$ cat config.mk
export PLATFORM = sky130hd
export DESIGN_NAME = spectrum_peak_energy_average
export DESIGN_NICKNAME = d
export VERILOG_FILES = /design/src/rtl/spea_pkg.sv /design/src/rtl/spea_queue.sv /design/src/rtl/spea_front.sv /design/src/rtl/spea_back.sv /design/src/rtl/spectrum_peak_energy_average.sv
export SDC_FILE = /design/constraint.sdc
export NUM_CORES = 1
export LEC_CHECK = 0
export BUFFER_PORTS_ARGS = -buffer_cell sky130_fd_sc_hd__buf_2
export CELL_PAD_IN_SITES_DETAIL_PLACEMENT = 0
export CELL_PAD_IN_SITES_GLOBAL_PLACEMENT = 1
export CORE_ASPECT_RATIO = 1.5
export CORE_MARGIN = 2
export CORE_UTILIZATION = 51
export DETAILED_ROUTE_END_ITERATION = 12
export GPL_TIMING_DRIVEN = 0
export PLACE_DENSITY_LB_ADDON = 0.12
export SLEW_MARGIN = 10
export SYNTH_ARGS = -nofsm -noshare
export SYNTH_HDL_FRONTEND = slang
export SYNTH_SLANG_ARGS = --single-unit
$ cat constraint.sdc
create_clock -name clk_i -period 7.7 [get_ports clk_i]
set_input_delay 1.155 -clock clk_i [delete_from_list [all_inputs] [get_ports clk_i]]
set_output_delay 1.155 -clock clk_i [all_outputs]
set_load 0.01 [all_outputs]
$ cat src/rtl/spea_pkg.sv
package spea_pkg;

  localparam int SAMPLE_BITS = 16;
  localparam int COUNT_BITS  = 16;
  localparam int IN_BITS     = 16;
  localparam int SQ_BITS     = 48;
  localparam int VALUE_BITS  = 22;
  localparam int HSUM_BITS   = VALUE_BITS + COUNT_BITS;
  localparam int ROOT_BITS   = SQ_BITS / 2;
  localparam int REM_BITS    = ROOT_BITS + 3;
  localparam int PROD_BITS   = 2 * SAMPLE_BITS;
  localparam int ADD_BITS    = ((PROD_BITS > SQ_BITS) ? PROD_BITS : SQ_BITS) + 1;
  localparam int SQRT_STEPS  = ROOT_BITS;
  localparam int DIV_STEPS   = HSUM_BITS;
  localparam int MAX_STEPS   = (SQRT_STEPS > DIV_STEPS) ? SQRT_STEPS : DIV_STEPS;
  localparam int STEP_BITS   = $clog2(MAX_STEPS);
  localparam int QUEUE_DEPTH = 2;
  localparam int QPTR_BITS   = $clog2(QUEUE_DEPTH);
  localparam int QCNT_BITS   = $clog2(QUEUE_DEPTH + 1);

  localparam logic [1:0] CMD_SAMPLE = 2'd0;
  localparam logic [1:0] CMD_REPORT = 2'd1;
  localparam logic [1:0] CMD_CLEAR  = 2'd2;

  localparam logic KIND_FRAME = 1'b0;
  localparam logic KIND_AVG   = 1'b1;

  typedef enum logic [1:0] {
    JOB_FRAME,
    JOB_REPORT,
    JOB_CLEAR
  } job_op_e;

  typedef struct packed {
    job_op_e             op;
    logic [SQ_BITS-1:0]  sum;
  } job_t;

  typedef enum logic [2:0] {
    ST_IDLE,
    ST_SQRT,
    ST_HIST,
    ST_DIV,
    ST_EMIT
  } back_state_e;

endpackage

$ cat src/rtl/spea_queue.sv
module spea_queue (
  input  logic           clk_i,
  input  logic           rst_ni,
  input  logic           push_i,
  input  spea_pkg::job_t job_i,
  output logic           full_o,
  input  logic           pop_i,
  output spea_pkg::job_t job_o,
  output logic           empty_o
);

  spea_pkg::job_t                     entry_q [spea_pkg::QUEUE_DEPTH];
  logic [spea_pkg::QPTR_BITS-1:0]     wr_ptr_q, wr_ptr_d;
  logic [spea_pkg::QPTR_BITS-1:0]     rd_ptr_q, rd_ptr_d;
  logic [spea_pkg::QCNT_BITS-1:0]     cnt_q, cnt_d;
  logic                               do_push, do_pop;

  assign full_o  = (cnt_q == spea_pkg::QCNT_BITS'(spea_pkg::QUEUE_DEPTH));
  assign empty_o = (cnt_q == '0);
  assign job_o   = entry_q[rd_ptr_q];
  assign do_push = push_i && !full_o;
  assign do_pop  = pop_i && !empty_o;

  always_comb begin
    wr_ptr_d = wr_ptr_q;
    rd_ptr_d = rd_ptr_q;
    cnt_d    = cnt_q;
    if (do_push) begin
      wr_ptr_d = (wr_ptr_q == spea_pkg::QPTR_BITS'(spea_pkg::QUEUE_DEPTH - 1)) ? '0
                 : wr_ptr_q + 1'b1;
    end
    if (do_pop) begin
      rd_ptr_d = (rd_ptr_q == spea_pkg::QPTR_BITS'(spea_pkg::QUEUE_DEPTH - 1)) ? '0
                 : rd_ptr_q + 1'b1;
    end
    if (do_push && !do_pop) begin
      cnt_d = cnt_q + 1'b1;
    end else if (do_pop && !do_push) begin
      cnt_d = cnt_q - 1'b1;
    end
  end

  always_ff @(posedge clk_i or negedge rst_ni) begin
    if (!rst_ni) begin
      wr_ptr_q <= '0;
      rd_ptr_q <= '0;
      cnt_q    <= '0;
    end else begin
      wr_ptr_q <= wr_ptr_d;
      rd_ptr_q <= rd_ptr_d;
      cnt_q    <= cnt_d;
    end
  end

  always_ff @(posedge clk_i) begin
    if (do_push) begin
      entry_q[wr_ptr_q] <= job_i;
    end
  end

endmodule

$ cat src/rtl/spea_front.sv
module spea_front (
  input  logic                          clk_i,
  input  logic                          rst_ni,
  input  logic                          accept_i,
  input  logic [1:0]                    command_i,
  input  logic [spea_pkg::IN_BITS-1:0]  intensity_i,
  input  logic                          last_i,
  output logic                          q_push_o,
  output spea_pkg::job_t                q_job_o
);

  logic [spea_pkg::SAMPLE_BITS-1:0] older_q, older_d;
  logic [spea_pkg::SAMPLE_BITS-1:0] newer_q, newer_d;
  logic [spea_pkg::PROD_BITS-1:0]   newer_sq_q, newer_sq_d;
  logic [1:0]                       seen_q, seen_d;
  logic [spea_pkg::SQ_BITS-1:0]     sum_q, sum_d;
  logic [spea_pkg::SAMPLE_BITS-1:0] sample;
  logic [spea_pkg::ADD_BITS-1:0]    sum_ext;
  logic [spea_pkg::SQ_BITS-1:0]     sum_next;
  logic                             peak;
  logic                             is_sample;

  assign sample    = spea_pkg::SAMPLE_BITS'(intensity_i);
  assign is_sample = (command_i == spea_pkg::CMD_SAMPLE);
  assign peak      = seen_q[1] && (newer_q > older_q) && (newer_q > sample);

  // saturating frame accumulator
  always_comb begin
    sum_ext = spea_pkg::ADD_BITS'(sum_q)
            + (peak ? spea_pkg::ADD_BITS'(newer_sq_q) : '0);
    if (sum_ext[spea_pkg::ADD_BITS-1:spea_pkg::SQ_BITS] != '0) begin
      sum_next = '1;
    end else begin
      sum_next = sum_ext[spea_pkg::SQ_BITS-1:0];
    end
  end

  always_comb begin
    older_d    = older_q;
    newer_d    = newer_q;
    newer_sq_d = newer_sq_q;
    seen_d     = seen_q;
    sum_d      = sum_q;
    q_push_o   = 1'b0;
    q_job_o.op  = spea_pkg::JOB_FRAME;
    q_job_o.sum = sum_next;
    if (accept_i) begin
      case (command_i)
        spea_pkg::CMD_SAMPLE: begin
          if (last_i) begin
            q_push_o   = 1'b1;
            older_d    = '0;
            newer_d    = '0;
            newer_sq_d = '0;
            seen_d     = '0;
            sum_d      = '0;
          end else begin
            older_d    = newer_q;
            newer_d    = sample;
            newer_sq_d = sample * sample;
            seen_d     = seen_q[1] ? seen_q : seen_q + 1'b1;
            sum_d      = sum_next;
          end
        end
        spea_pkg::CMD_REPORT: begin
          q_push_o   = 1'b1;
          q_job_o.op = spea_pkg::JOB_REPORT;
        end
        spea_pkg::CMD_CLEAR: begin
          q_push_o   = 1'b1;
          q_job_o.op = spea_pkg::JOB_CLEAR;
        end
        default: begin
          q_push_o = 1'b0;
        end
      endcase
    end
    if (!is_sample) begin
      q_job_o.sum = '0;
    end
  end

  always_ff @(posedge clk_i or negedge rst_ni) begin
    if (!rst_ni) begin
      older_q    <= '0;
      newer_q    <= '0;
      newer_sq_q <= '0;
      seen_q     <= '0;
      sum_q      <= '0;
    end else begin
      older_q    <= older_d;
      newer_q    <= newer_d;
      newer_sq_q <= newer_sq_d;
      seen_q     <= seen_d;
      sum_q      <= sum_d;
    end
  end

endmodule

$ cat src/rtl/spea_back.sv
module spea_back (
  input  logic                            clk_i,
  input  logic                            rst_ni,
  input  spea_pkg::job_t                  q_job_i,
  input  logic                            q_empty_i,
  output logic                            q_pop_o,
  output logic                            empty_o,
  input  logic                            pop_i,
  output logic                            kind_o,
  output logic [spea_pkg::VALUE_BITS-1:0] value_o,
  output logic                            frame_counted_o
);

  spea_pkg::back_state_e state_q, state_d;

  logic [spea_pkg::SQ_BITS-1:0]    x_q, x_d;
  logic [spea_pkg::REM_BITS-1:0]   rem_q, rem_d;
  logic [spea_pkg::ROOT_BITS-1:0]  root_q, root_d;
  logic [spea_pkg::HSUM_BITS-1:0]  dvd_q, dvd_d;
  logic [spea_pkg::COUNT_BITS-1:0] drem_q, drem_d;
  logic [spea_pkg::STEP_BITS-1:0]  step_q, step_d;
  logic [spea_pkg::HSUM_BITS-1:0]  hsum_q, hsum_d;
  logic [spea_pkg::COUNT_BITS-1:0] hcnt_q, hcnt_d;
  logic                            res_kind_q, res_kind_d;
  logic [spea_pkg::VALUE_BITS-1:0] res_value_q, res_value_d;
  logic                            res_counted_q, res_counted_d;
  logic                            out_valid_q, out_valid_d;
  logic                            kind_q;
  logic [spea_pkg::VALUE_BITS-1:0] value_q;
  logic                            counted_q;

  logic                            out_load;
  logic [spea_pkg::REM_BITS-1:0]   rem_sh;
  logic [spea_pkg::REM_BITS-1:0]   trial;
  logic                            rem_ge;
  logic [spea_pkg::COUNT_BITS:0]   drem_sh;
  logic                            drem_ge;
  logic [spea_pkg::VALUE_BITS-1:0] frame_value;
  logic                            frame_ok;
  logic                            last_sqrt;
  logic                            last_div;

  // one root digit per cycle
  assign rem_sh = {rem_q[spea_pkg::REM_BITS-3:0], x_q[spea_pkg::SQ_BITS-1 -: 2]};
  assign trial  = spea_pkg::REM_BITS'({root_q, 2'b01});
  assign rem_ge = (rem_sh >= trial);

  // one quotient bit per cycle
  assign drem_sh = {drem_q, dvd_q[spea_pkg::HSUM_BITS-1]};
  assign drem_ge = (drem_sh >= {1'b0, hcnt_q});

  assign last_sqrt = (step_q == spea_pkg::STEP_BITS'(spea_pkg::SQRT_STEPS - 1));
  assign last_div  = (step_q == spea_pkg::STEP_BITS'(spea_pkg::DIV_STEPS - 1));

  assign frame_value = (root_q[spea_pkg::ROOT_BITS-1:spea_pkg::VALUE_BITS] != '0) ? '1
                       : root_q[spea_pkg::VALUE_BITS-1:0];
  assign frame_ok    = (frame_value != '0) && !(&hcnt_q);

  assign out_load = (state_q == spea_pkg::ST_EMIT) && (!out_valid_q || pop_i);

  // next state
  always_comb begin
    state_d = state_q;
    case (state_q)
      spea_pkg::ST_IDLE: begin
        if (!q_empty_i) begin
          case (q_job_i.op)
            spea_pkg::JOB_FRAME:  state_d = spea_pkg::ST_SQRT;
            spea_pkg::JOB_REPORT: state_d = (hcnt_q == '0) ? spea_pkg::ST_EMIT
                                                           : spea_pkg::ST_DIV;
            default:              state_d = spea_pkg::ST_IDLE;
          endcase
        end
      end
      spea_pkg::ST_SQRT: begin
        if (last_sqrt) begin
          state_d = spea_pkg::ST_HIST;
        end
      end
      spea_pkg::ST_HIST: begin
        state_d = spea_pkg::ST_EMIT;
      end
      spea_pkg::ST_DIV: begin
        if (last_div) begin
          state_d = spea_pkg::ST_EMIT;
        end
      end
      spea_pkg::ST_EMIT: begin
        if (out_load) begin
          state_d = spea_pkg::ST_IDLE;
        end
      end
      default: begin
        state_d = spea_pkg::ST_IDLE;
      end
    endcase
  end

  // datapath and outputs
  always_comb begin
    q_pop_o       = 1'b0;
    x_d           = x_q;
    rem_d         = rem_q;
    root_d        = root_q;
    dvd_d         = dvd_q;
    drem_d        = drem_q;
    step_d        = step_q;
    hsum_d        = hsum_q;
    hcnt_d        = hcnt_q;
    res_kind_d    = res_kind_q;
    res_value_d   = res_value_q;
    res_counted_d = res_counted_q;
    case (state_q)
      spea_pkg::ST_IDLE: begin
        if (!q_empty_i) begin
          q_pop_o = 1'b1;
          step_d  = '0;
          case (q_job_i.op)
            spea_pkg::JOB_FRAME: begin
              x_d    = q_job_i.sum;
              rem_d  = '0;
              root_d = '0;
            end
            spea_pkg::JOB_REPORT: begin
              dvd_d         = hsum_q;
              drem_d        = '0;
              res_kind_d    = spea_pkg::KIND_AVG;
              res_value_d   = '0;
              res_counted_d = 1'b0;
            end
            default: begin
              hsum_d = '0;
              hcnt_d = '0;
            end
          endcase
        end
      end
      spea_pkg::ST_SQRT: begin
        x_d    = {x_q[spea_pkg::SQ_BITS-3:0], 2'b00};
        step_d = step_q + 1'b1;
        if (rem_ge) begin
          rem_d  = rem_sh - trial;
          root_d = {root_q[spea_pkg::ROOT_BITS-2:0], 1'b1};
        end else begin
          rem_d  = rem_sh;
          root_d = {root_q[spea_pkg::ROOT_BITS-2:0], 1'b0};
        end
      end
      spea_pkg::ST_HIST: begin
        res_kind_d    = spea_pkg::KIND_FRAME;
        res_value_d   = frame_value;
        res_counted_d = frame_ok;
        if (frame_ok) begin
          hsum_d = hsum_q + spea_pkg::HSUM_BITS'(frame_value);
          hcnt_d = hcnt_q + 1'b1;
        end
      end
      spea_pkg::ST_DIV: begin
        step_d = step_q + 1'b1;
        if (drem_ge) begin
          drem_d = spea_pkg::COUNT_BITS'(drem_sh - {1'b0, hcnt_q});
        end else begin
          drem_d = drem_sh[spea_pkg::COUNT_BITS-1:0];
        end
        dvd_d = {dvd_q[spea_pkg::HSUM_BITS-2:0], drem_ge};
        if (last_div) begin
          res_value_d = dvd_d[spea_pkg::VALUE_BITS-1:0];
        end
      end
      default: begin
        q_pop_o = 1'b0;
      end
    endcase
  end

  always_comb begin
    out_valid_d = out_valid_q;
    if (out_load) begin
      out_valid_d = 1'b1;
    end else if (pop_i && out_valid_q) begin
      out_valid_d = 1'b0;
    end
  end

  assign empty_o         = !out_valid_q;
  assign kind_o          = kind_q;
  assign value_o         = value_q;
  assign frame_counted_o = counted_q;

  always_ff @(posedge clk_i or negedge rst_ni) begin
    if (!rst_ni) begin
      state_q       <= spea_pkg::ST_IDLE;
      step_q        <= '0;
      hsum_q        <= '0;
      hcnt_q        <= '0;
      out_valid_q   <= 1'b0;
    end else begin
      state_q       <= state_d;
      step_q        <= step_d;
      hsum_q        <= hsum_d;
      hcnt_q        <= hcnt_d;
      out_valid_q   <= out_valid_d;
    end
  end

  always_ff @(posedge clk_i) begin
    x_q           <= x_d;
    rem_q         <= rem_d;
    root_q        <= root_d;
    dvd_q         <= dvd_d;
    drem_q        <= drem_d;
    res_kind_q    <= res_kind_d;
    res_value_q   <= res_value_d;
    res_counted_q <= res_counted_d;
    if (out_load) begin
      kind_q    <= res_kind_q;
      value_q   <= res_value_q;
      counted_q <= res_counted_q;
    end
  end

endmodule

$ cat src/rtl/spectrum_peak_energy_average.sv
// spectrum peak energy average
// input channel: one word per accepted push (push high, full low) carrying
//   command_i, intensity_i and last_i; samples may arrive every cycle
// result channel: the oldest word sits on kind_o, value_o and frame_counted_o
//   while empty is low and leaves on a cycle with pop high
// the front tracks the last two samples, squares the newer one and adds it
//   to the frame sum when it turns out to be a peak; a frame end, a report or
//   a clear goes into a two-entry job queue for the back end
// throughput: one sample per cycle; the front stalls only when the job queue
//   is full, which needs frame ends or commands closer together than the
//   back end finishes them
// a frame result passes through a queue pop, the root digits, a history
//   update and an output load; a report runs a restoring divide in place of
//   the root and the history update, and skips the divide when no frame has
//   been counted
// a clear produces no word and empties the frame history in order with
//   the jobs around it
// reset clears the frame in progress, the history and the output register
// when the receiver stalls the back end holds a finished word until the
//   output register frees, then the queue fills and full rises
module spectrum_peak_energy_average (
  input  logic                            clk_i,
  input  logic                            rst_ni,
  input  logic                            push,
  output logic                            full,
  input  logic [1:0]                      command_i,
  input  logic [spea_pkg::IN_BITS-1:0]    intensity_i,
  input  logic                            last_i,
  output logic                            empty,
  input  logic                            pop,
  output logic                            kind_o,
  output logic [spea_pkg::VALUE_BITS-1:0] value_o,
  output logic                            frame_counted_o
);

  logic           accept;
  logic           q_push;
  spea_pkg::job_t q_job_in;
  logic           q_full;
  logic           q_pop;
  spea_pkg::job_t q_job_out;
  logic           q_empty;

  // the front never stalls except on a full job queue
  assign full   = q_full;
  assign accept = push && !q_full;

  spea_front u_front (
    .clk_i       (clk_i),
    .rst_ni      (rst_ni),
    .accept_i    (accept),
    .command_i   (command_i),
    .intensity_i (intensity_i),
    .last_i      (last_i),
    .q_push_o    (q_push),
    .q_job_o     (q_job_in)
  );

  spea_queue u_queue (
    .clk_i   (clk_i),
    .rst_ni  (rst_ni),
    .push_i  (q_push),
    .job_i   (q_job_in),
    .full_o  (q_full),
    .pop_i   (q_pop),
    .job_o   (q_job_out),
    .empty_o (q_empty)
  );

  // root, history and average
  spea_back u_back (
    .clk_i           (clk_i),
    .rst_ni          (rst_ni),
    .q_job_i         (q_job_out),
    .q_empty_i       (q_empty),
    .q_pop_o         (q_pop),
    .empty_o         (empty),
    .pop_i           (pop),
    .kind_o          (kind_o),
    .value_o         (value_o),
    .frame_counted_o (frame_counted_o)
  );

endmodule

==> metrics.yaml <==
status:
  status: "complete, no violations"
placement:
  placed_area_um2: 34100
  port_buffers: 45
  post-place-ws_ps: -1190
  gp_congestion: 0.993
  hpwl_um: 66400
yosys:
  synth_area_per_cell_um2: 9.86
  synth.distinct_cells: 77
  synthMuxAreaShare_pct: 2.32
  synth_edf_count: 299
  synthFlopType: "edfxtp_1"
  synth_top_family_by_area: "adder cells"
  mappedNetlistArea_um2: 32500
  ys_warn_count: 0
  synth_xor_area_share_pct: 3.80
  synth_seq_cells: 479
  synth-compound-area-share_pct: 12.5
  async_reset_ff_share_pct: 37.6
  synth-simple-area-share_pct: 14.6
  syn_inst: 3299
  ys_seq_area_share_pct: 41.4
  synth-adder-area-share_pct: 19.4
global_route:
  track_usage_pct: 25.7
  grt_overflow: 0
  grt_pass1_wl_um: 132000
  grt_pass1_vias: 25107
  grtUsageMet3_pct: 2.15
  met1_usage_pct: 25.9
  antenna_found_initial: 0
  grt_most_used_layer: "met2"
  gr-usage-met2_pct: 51.4
  grt_max_degree: 86
critical_path:
  cp-end-kind: "flip-flop"
  required_ps: 8010
  crit_fanout: 11
  critPathKind: "in2reg"
  crit_arrival_ps: 7690
  worst_setup_path_start_kind: "primary input"
power:
  power.total_mw: 15.9
  leakage_nw: 16.3
  powerDensity_nw_per_um2: 445
  ir_worst_vdd_mv: 0.251
clock_network:
  post_cts.repair.setup_buffers: 0
  cts_sinks: 479
  clock_path_buffers: 3
  h-tree-depth: 2
  ctsHoldBuffers: 0
  cts_root_buffer: "clkbuf_16"
  clk_latency_ps: 600
  clk_pin_slew_ps: 60
  tritoncts: "built"
  cts_buffers: 47
sta:
  hold_viol_final: 0
  fin_setup_tns_ps: 0
  hold_slack_ps: 421
  setup_ws_ps: 319
  final_max_slew_viol_count: 0
  grt_setup_unrepaired: "false"
  skew_ps: 30.3
  finalSetupViolations: 0
  finalCritPeriodShare_pct: 95.9
  worst_slew_pin_slew_ps: 1100
  max_freq_ghz: 0.135
  timing.final.crit_period_ps: 7380
  slew_headroom_pct: 26.8
finish:
  antennaDiodeCount: 0
  drive_above_1_share_pct: 5.60
  syn2layout_area_growth_pct: 9.67
  nFillCells: 5613
  num-nets-final: 3834
  final_area_um2: 35700
  final_common_cell: "nand2_1"
  layout_common_cells: "nand2_1 (405), inv_1 (357), edfxtp_1 (299), nor2_1 (264), ha_1 (238)"
die:
  io_pins: 49
  initial_core_util_pct: 51.5
  core_um2: 63200
  dieArea_um2: 65900
  die_x_um: 210
  die_y_um: 313
  rows: 113
detailed_routing:
  drt-pass1-iter-count: 5
  vias: 23803
  dr.first_iter.drc_count: 1356
  drc: 0
  wire_per_inst_um: 19.5
  vias_per_cell: 5.60
  ant_nets: 0
  routed_wl_um: 82800
job:
  maxCapViolCount: 0
hold_path:
  hp-class: "reg2reg"
cell families (layout without fill, tap and decap cells):
group	after synthesis	count (layout)
xor gates and xnor gates	141	141
DFF	479	479
muxes	75	75
and+or+nand+nor	1049	1049
other	1	2
adders and majority gates	405	405
buffers and inverters	504	648
AOI/OAI and AO/OA	645	645
power breakdown:
part | total [mW] | internal, mW | switching (mW)
sequential | 4.27 | 3.88 | 0.387
clock | 2.33 | 1.31 | 1.02
combinational | 9.26 | 3.70 | 5.57
state kept, by name, indices dropped and copies added, names as in the netlist, 22 cells and up:
name                flops
u_back.rem_q           25
u_back.root_q          24
u_back.dvd_q           38
u_queue.entry_q       100
u_back.x_q             48
u_back.res_value_q     22
u_front.sum_q          48
u_back.hsum_q          38
u_back.value_o         22
u_front.newer_sq_q     31
worst max-delay path, stage by stage:
cell,delay (ps)
buf_2,90
clkbuf_1,460
inv_1,470
ha_1,450
nand4_1,140
o21ai_0,210
a21oi_1,90
a2111oi_2,330
buf_4,230
clkbuf_1,280
and2_1,180
ha_1,270
a21oi_1,220
nor2_1,100
o311a_1,370
o21ai_1,270
o31a_2,290
a21oi_4,110
a21oi_1,750
nor2_1,350
buf_2,320
nor2_1,410
nor2_1,100
Yosys cell counts, types with 24 or more instances:
cell type  instances  area share [%]
nand2_1          405             4.7
and3_1            30            0.58
o31ai_1           39            0.90
mux2i_1           73             2.2
inv_1            357             4.1
nand4_1           27            0.52
clkbuf_1         117             1.3
nor3_1            31            0.48
o21a_1            35            0.81
xor2_1            55             1.5
edfxtp_1         299              28
fa_1             167              10
and2_1            55             1.1
a21oi_1          155             2.4
nor2_1           264             3.0
nand3_1          123             1.9
xnor2_1           86             2.3
a21o_1            75             1.7
dfrtp_1          180              14
nor2b_1           24            0.46
ha_1             238             9.2
o21ai_0          205             3.2
final timing paths:
path / from / slack (ps) / to / cells past startpoint
max: intensity_i[14] / 320 / u_queue.entry_q[0][29] / 23
min: u_back.res_value_q[9] / 420 / u_back.value_o[9] / 0
max reg2reg: u_front.newer_q[1] / 890 / u_queue.entry_q[0][29] / 25
min reg2reg: u_back.res_value_q[9] / 420 / u_back.value_o[9] / 0
max in group asynchronous: rst_ni / 6490 / u_front.newer_sq_q[24] / 2
min in group asynchronous: rst_ni / 430 / u_queue.wr_ptr_q / 1
area by class of cell:
class	instances	area, um^2	share of cell area (%)
well taps	805	1010	2.82
repair buffers	59	537	1.50
inverters	363	1370	3.83
clock inverters	28	284	0.796
flip-flops and latches	479	13500	37.8
clock buffers	59	1260	3.54
multi-input cells	2317	17200	48.2
plain buffers	139	552	1.55
stage by stage:
| step | util [%] | instances |
|---|---|---|
| 2_1_floorplan | - | 3300 |
| 3_3_place_gp | 53.4 | 4150 |
| 3_5_place_dp | 54.0 | 4164 |
| 4_1_cts | 56.5 | 4250 |
| 5_1_grt | 56.5 | 4249 |
| 6_report | 56.5 | 4249 |
what timing repair did:
item,4_1_cts,5_1_grt
resized for setup,4,8
pin swaps,0,1
endpoints found under the setup margin,12,3
routing by layer:
metal	share of wire (%)	up-vias
met5	0	-
met4	5.7	0
met3	2.5	173
met2	56	412
met1	35	11699
li1	-	11519
(Power assumes the default switching activity.)
